**config.mk**
```make
export PLATFORM = sky130hd
export DESIGN_NAME = abtfl_ctrl
export DESIGN_NICKNAME = d
export VERILOG_FILES = /design/src/rtl/core/abtfl_pkg.sv /design/src/rtl/core/abtfl_ctrl.sv
export VERILOG_INCLUDE_DIRS = /design/src /design/src/rtl/core
export SDC_FILE = /design/constraint.sdc
export NUM_CORES = 1
export LEC_CHECK = 0
export ABC_CLOCK_PERIOD_IN_PS = 2100
export BUFFER_PORTS_ARGS = -buffer_cell sky130_fd_sc_hd__buf_2
export CORE_AREA = 2 2 39 41
export CTS_CLUSTER_DIAMETER = 200
export DETAILED_ROUTE_END_ITERATION = 8
export DIE_AREA = 0 0 41 43
export GPL_TIMING_DRIVEN = 0
export PLACE_DENSITY_LB_ADDON = 0.25
export SETUP_SLACK_MARGIN = 0.2
export SLEW_MARGIN = 5
export SYNTH_ARGS = -nofsm -noshare
export SYNTH_HDL_FRONTEND = slang
export SYNTH_SLANG_ARGS = --single-unit
```
**constraint.sdc**
```tcl
create_clock -name clk_i -period 2.1 [get_ports clk_i]
set_clock_uncertainty 0.05 [all_clocks]
set_input_delay 0.42 -clock clk_i [delete_from_list [all_inputs] [get_ports clk_i]]
set_output_delay 0.42 -clock clk_i [all_outputs]
set_load 0.005 [all_outputs]
```
**src/rtl/core/array_binary_tree_free_list_assert.svh**
```systemverilog
// assertion macros for the array binary tree free list block
// no dependencies; included by modules that carry concurrent checks
`ifndef ARRAY_BINARY_TREE_FREE_LIST_ASSERT_SVH
`define ARRAY_BINARY_TREE_FREE_LIST_ASSERT_SVH

`ifndef SYNTH

// property must hold at every clock edge outside reset
`define ABT_ASSERT(lbl, clk, rst_n, prop, msg) \
  lbl: assert property (@(posedge clk) disable iff (!rst_n) prop) else $error(msg);

// expression must never be true outside reset
`define ABT_ASSERT_NEVER(lbl, clk, rst_n, expr, msg) \
  lbl: assert property (@(posedge clk) disable iff (!rst_n) !(expr)) else $error(msg);

`else

`define ABT_ASSERT(lbl, clk, rst_n, prop, msg)
`define ABT_ASSERT_NEVER(lbl, clk, rst_n, expr, msg)

`endif

`endif

```
**src/rtl/core/abtfl_pkg.sv**
```systemverilog
// shared types and constants of the array binary tree free list block
// no dependencies; used by controller, datapath and top level
package abtfl_pkg;

  // node store geometry
  localparam int NODES  = 128;
  localparam int IDX_W  = $clog2(NODES);
  localparam int LINK_W = 8;
  localparam int DATA_W = 32;
  localparam int REQ_W  = 3;

  // stream word widths
  localparam int IN_W  = 40;
  localparam int OUT_W = 80;

  localparam logic [LINK_W-1:0] LINK_NONE = '1;

  // request codes
  typedef enum logic [REQ_W-1:0] {
    REQ_MAKE  = 3'd0,
    REQ_SETL  = 3'd1,
    REQ_SETR  = 3'd2,
    REQ_FREE  = 3'd3,
    REQ_QUERY = 3'd4
  } req_e;

  // controller states
  typedef enum logic [2:0] {
    ST_IDLE,
    ST_SWEEP,
    ST_LINK,
    ST_CHILD,
    ST_QPAR,
    ST_QSIB,
    ST_FIN
  } state_e;

  // read address source
  typedef enum logic [1:0] {
    RD_POS,
    RD_FREE,
    RD_PAR
  } rd_sel_e;

  // controller to datapath
  typedef struct packed {
    logic    load_req;
    logic    rd_en;
    rd_sel_e rd_sel;
    logic    hold_en;
    logic    sweep_wr;
    logic    link_wr;
    logic    child_wr;
    logic    free_wr;
    logic    res_load;
    logic    nostore;
  } cmd_t;

  // datapath to controller
  typedef struct packed {
    logic [REQ_W-1:0] req_in;
    logic [REQ_W-1:0] req_q;
    logic             free_ok;
    logic             sweep_last;
    logic             out_free;
  } sts_t;

endpackage

```
**src/rtl/core/abtfl_ctrl.sv**
```systemverilog
// controller state machine sequencing store reads, writes and result loads
// depends on abtfl_pkg and the assertion macro header
`include "array_binary_tree_free_list_assert.svh"

module abtfl_ctrl (
  input  logic            clk_i,
  input  logic            rst_ni,
  input  logic            s_tvalid_i,
  output logic            s_tready_o,
  input  abtfl_pkg::sts_t sts_i,
  output abtfl_pkg::cmd_t cmd_o
);
  import abtfl_pkg::*;

  state_e state_q, state_d;
  logic   accept;
  logic [3:0] wr_vec;

  assign accept = s_tvalid_i && s_tready_o;

  // state register
  always_ff @(posedge clk_i or negedge rst_ni) begin
    if (!rst_ni) begin
      state_q <= ST_IDLE;
    end else begin
      state_q <= state_d;
    end
  end

  // next state
  always_comb begin
    state_d = state_q;
    case (state_q)
      ST_IDLE: begin
        if (s_tvalid_i) begin
          case (sts_i.req_in)
            REQ_MAKE:           state_d = ST_SWEEP;
            REQ_SETL, REQ_SETR: state_d = ST_LINK;
            REQ_QUERY:          state_d = ST_QPAR;
            default:            state_d = ST_FIN;
          endcase
        end
      end
      ST_SWEEP: if (sts_i.sweep_last && sts_i.out_free) state_d = ST_IDLE;
      ST_LINK: begin
        if (sts_i.free_ok) state_d = ST_CHILD;
        else if (sts_i.out_free) state_d = ST_IDLE;
      end
      ST_CHILD: if (sts_i.out_free) state_d = ST_IDLE;
      ST_QPAR:  state_d = ST_QSIB;
      ST_QSIB:  if (sts_i.out_free) state_d = ST_IDLE;
      ST_FIN:   if (sts_i.out_free) state_d = ST_IDLE;
      default:  state_d = ST_IDLE;
    endcase
  end

  // outputs
  always_comb begin
    s_tready_o = 1'b0;
    cmd_o      = '0;
    cmd_o.rd_sel = RD_POS;
    case (state_q)
      ST_IDLE: begin
        s_tready_o = 1'b1;
        if (s_tvalid_i) begin
          cmd_o.load_req = 1'b1;
          cmd_o.rd_en    = 1'b1;
          cmd_o.rd_sel   = (sts_i.req_in inside {REQ_SETL, REQ_SETR}) ? RD_FREE : RD_POS;
        end
      end
      ST_SWEEP: begin
        cmd_o.sweep_wr = !sts_i.sweep_last || sts_i.out_free;
        cmd_o.res_load = sts_i.sweep_last && sts_i.out_free;
      end
      ST_LINK: begin
        if (sts_i.free_ok) begin
          cmd_o.link_wr = 1'b1;
        end else if (sts_i.out_free) begin
          cmd_o.res_load = 1'b1;
          cmd_o.nostore  = 1'b1;
        end
      end
      ST_CHILD: begin
        cmd_o.child_wr = sts_i.out_free;
        cmd_o.res_load = sts_i.out_free;
      end
      ST_QPAR: begin
        cmd_o.hold_en = 1'b1;
        cmd_o.rd_en   = 1'b1;
        cmd_o.rd_sel  = RD_PAR;
      end
      ST_QSIB: cmd_o.res_load = sts_i.out_free;
      ST_FIN: begin
        cmd_o.res_load = sts_i.out_free;
        cmd_o.free_wr  = sts_i.out_free && (sts_i.req_q == REQ_FREE);
      end
      default: cmd_o = '0;
    endcase
  end

  // checks
  assign wr_vec = {cmd_o.sweep_wr, cmd_o.link_wr, cmd_o.child_wr, cmd_o.free_wr};

  `ABT_ASSERT(a_res_slot, clk_i, rst_ni, cmd_o.res_load |-> sts_i.out_free, "result loaded into full slot")
  `ABT_ASSERT(a_one_writer, clk_i, rst_ni, $onehot0(wr_vec), "more than one store write source")
  `ABT_ASSERT(a_link_then_child, clk_i, rst_ni, (state_q == ST_LINK && cmd_o.link_wr) |=> (state_q == ST_CHILD), "link write not followed by child write")
  `ABT_ASSERT_NEVER(a_accept_busy, clk_i, rst_ni, accept && (state_q != ST_IDLE), "word accepted while busy")

endmodule

```
==> metrics.md <==
| Metric | Value |
|---|---|
| Worst IR drop on VDD | `0.000518 V` |
| Fin cells | `98` |
| DR pass1 iterations | `4` |
| Worst Setup Path Type | `flop to output pin` |
| Die area | `0.00176 mm^2` |
| Ratio of cells with drive above 1 in the final layout | `0.524` |
| Total number of placement rows | `14` |
| Top-area cell type share of the netlist area | `0.187` |
| Final hold violations | `0` |
| Clock tree from TritonCTS | `yes` |
| Maximum net fanout on the critical path | `8` |
| Total via count after detailed routing | `476` |
| Grt met2 use | `0.206` |
| Total length of routed wires | `1.04 mm` |
| Max Transition Viols Final | `0` |
| Average cell area after synthesis | `7.72 um^2` |
| Main area contributors after synthesis | `dfrtp_1 (19%), buf_4 (5.6%), a21oi_1 (5.0%)` |
| Global-route usage over all layers | `0.128` |
| Final period utilization | `0.864` |
| Placed Cells incl. Taps | `91` |
| Critical path cell sequence | `buf_6 > nor2_1 > nor2_1 > nor2_1 > nor4_2 > buf_2` |
| Initial cell density of the core | `0.290` |
| Hold WS | `0.462 ns` |
| Net count after synthesis | `64` |
| Total gr overflow | `0` |
| Sink count of the clock tree | `3` |
| CP Launch Type | `flop` |
| Leak pwr | `0.310 nW` |
| Met1 Resource Use GR | `0.153` |
| Pin count of the biggest net entering global routing | `11` |
| Routed wirelength normalized by instance count | `10.6 um` |
| Utilization of the core after routing | `0.436` |
| Boundary pin count | `24` |
| Result of the run | `completed` |
| Global routing met3 resource utilization | `0.0157` |
| Min-delay worst type | `primary input to asynchronous set/reset pin` |
| Netlist Area Pre-Place | `402 um^2` |
| Minimum period implied by the final worst setup slack | `1.81 ns` |
| Clock Path Buffers | `2` |
| Critical Path Most Common Cell | `nor2_1` |
| Reg with most FFs | `state_q` |
| Unrepaired setup endpoints after global routing | `true` |
| Data arrival time of the worst path | `1.34 ns` |
| Type of destination of the critical path | `output pin` |
| Clock root buffer master | `clkbuf_4` |
| Relative area change from synthesis to final layout | `50.2%` |
| Chip height | `43 um` |
| Number of flip-flops under the largest register name | `3` |
| Setup tns final | `0 ns` |
| Floorplan die width | `41 um` |
| Count of different cell masters after synthesis | `29` |
| Maxcap violations | `0` |
| Fillcell total | `143` |
| Max stage delay cell, worst path | `dfrtp_1` |
| Post-synthesis sequential area ratio | `0.187` |
| ANT cells | `0` |
| Worst slack, placed | `0.402 ns` |
| Core footprint | `0.00138 mm^2` |
| Post-detailed-route count of antenna-violating nets | `0` |
| TritonCTS buffer count | `3` |
| Highest cell delay on the worst timing path | `0.40 ns` |
| Clock insertion delay at the later pin of the skew report | `0.23 ns` |
| Clock transition at path regs | `0.04 ns` |
| Cell area after placement | `537 um^2` |
| Via count of the first global-routing pass | `412` |
| Summed area of non-filler cells in the final layout | `603 um^2` |
| Number of nets in the layout | `95` |
| FF-to-FF setup slack | `0.78 ns` |
| GRT Max-Usage Layer | `met2` |
| Global-route wire length before repair | `1.55 mm` |
| Worst slew margin | `0.821` |
| Actual transition at the worst max-transition pin | `0.268 ns` |
| Number of antenna violations at the first check in global routing | `0` |
| Gate Count Post-Synth | `52` |
| #FFs+latches synth | `3` |
| YS warnings | `0` |
| Port-buffer cells | `23` |
| Routability congestion estimate | `0.708` |
| Dominant cell type by area after synthesis | `dfrtp_1` |
| Detailed router's first-iteration violation count | `8` |
| Setup ws final | `0.286 ns` |
| Largest registers | `state_q: 3 flops` |
| Maximum clock frequency | `551 MHz` |
| Required time of the critical path | `1.63 ns` |
| Total power | `0.716 mW` |
| Via density | `4.86` |
| PD cells | `1190 mW/mm^2` |
| DR DRC count | `0` |
| Final number of setup-violating endpoints | `0` |
| H-tree depth | `1` |
-- timing repair --
item	CTS	global route
hold buffers	1	0
resized for setup	0	3
buffers inserted	0	2
endpoints found under the hold margin	3	0
setup endpoints to repair	0	3
-- cell type report --
cell class	count	area, um^2	share of cell area
Tap cell	16	20.0	0.0332
Inverter	2	7.51	0.0124
Sequential cell	3	75.1	0.124
Buffer	4	37.5	0.0622
Timing Repair Buffer	26	140	0.232
Clock buffer	4	26.3	0.0436
Multi-Input combinational cell	43	297	0.492
-- logic make-up after synthesis --
family	after synthesis	share of synthesized area
flip-flops	3	0.187
buffers and inverters	6	0.103
XOR/XNOR	1	0.0218
AO/OA/AOI/OAI	15	0.271
AND/OR/NAND/NOR	27	0.417
-- worst paths after layout --
| kind | startpoint | endpoint | cells after the start |
|---|---|---|---|
| setup / recovery | state_q[1]$_DFFE_PN0P_ | cmd_o[1] | 6 |
| hold / removal | rst_ni | state_q[0]$_DFFE_PN0P_ | 2 |
| setup reg to reg | state_q[1]$_DFFE_PN0P_ | state_q[1]$_DFFE_PN0P_ | 5 |
| hold reg to reg | state_q[0]$_DFFE_PN0P_ | state_q[2]$_DFFE_PN0P_ | 4 |
| max in group asynchronous | rst_ni | state_q[2]$_DFFE_PN0P_ | 2 |
| min in group clk_i | sts_i[1] | state_q[0]$_DFFE_PN0P_ | 3 |
-- worst max-delay path, delay by kind of cell (launching register included) --
family        cells  cell delay [ns]
buf+inv           2             0.31
flops             1             0.40
simple gates      4             0.41
-- Yosys cell counts (all sizes together) --
master and n:
nor2 6, buf 4, a21o 2, dfrtp 3, nand3b 1, nor3b 1, inv 2, nor2b 3
or2b 1, nor4 1, and2 3, and3 2, nand4b 1, xnor2 1, a21oi 5, nand2 4
nor3 4, o311ai 1, a21boi 1, o21a 2, a2111oi 1, o21ai 3
-- placed cells by master (no fill, tap or decap), types with 2 or more instances in the layout --
| master | netlist | layout |
|---|---|---|
| a21o_1 | 2 | 2 |
| a21oi_1 | 4 | 4 |
| and2_1 | 3 | 3 |
| buf_2 | 0 | 23 |
| buf_4 | 3 | 4 |
| buf_6 | 1 | 2 |
| clkbuf_4 | 0 | 3 |
| dfrtp_1 | 3 | 3 |
| inv_1 | 2 | 2 |
| nand2_1 | 4 | 4 |
| nor2_1 | 5 | 5 |
| nor2b_1 | 2 | 2 |
| nor3_1 | 2 | 2 |
| nor3_2 | 2 | 2 |
| o21a_1 | 2 | 2 |
| o21ai_1 | 2 | 2 |
-- report_power, final --
group / switching [mW] / total [mW] / internal [mW]
registers: 0.0325 / 0.117 / 0.0850
logic: 0.239 / 0.498 / 0.259
clock network: 0.0292 / 0.100 / 0.0712
-- metal layers --
layer / part of all wire / vias up
met5: 0 / -
li1: - / 243
met4: 0 / 0
met1: 0.39 / 218
met2: 0.54 / 15
met3: 0.063 / 0
(Power assumes the default switching activity.)
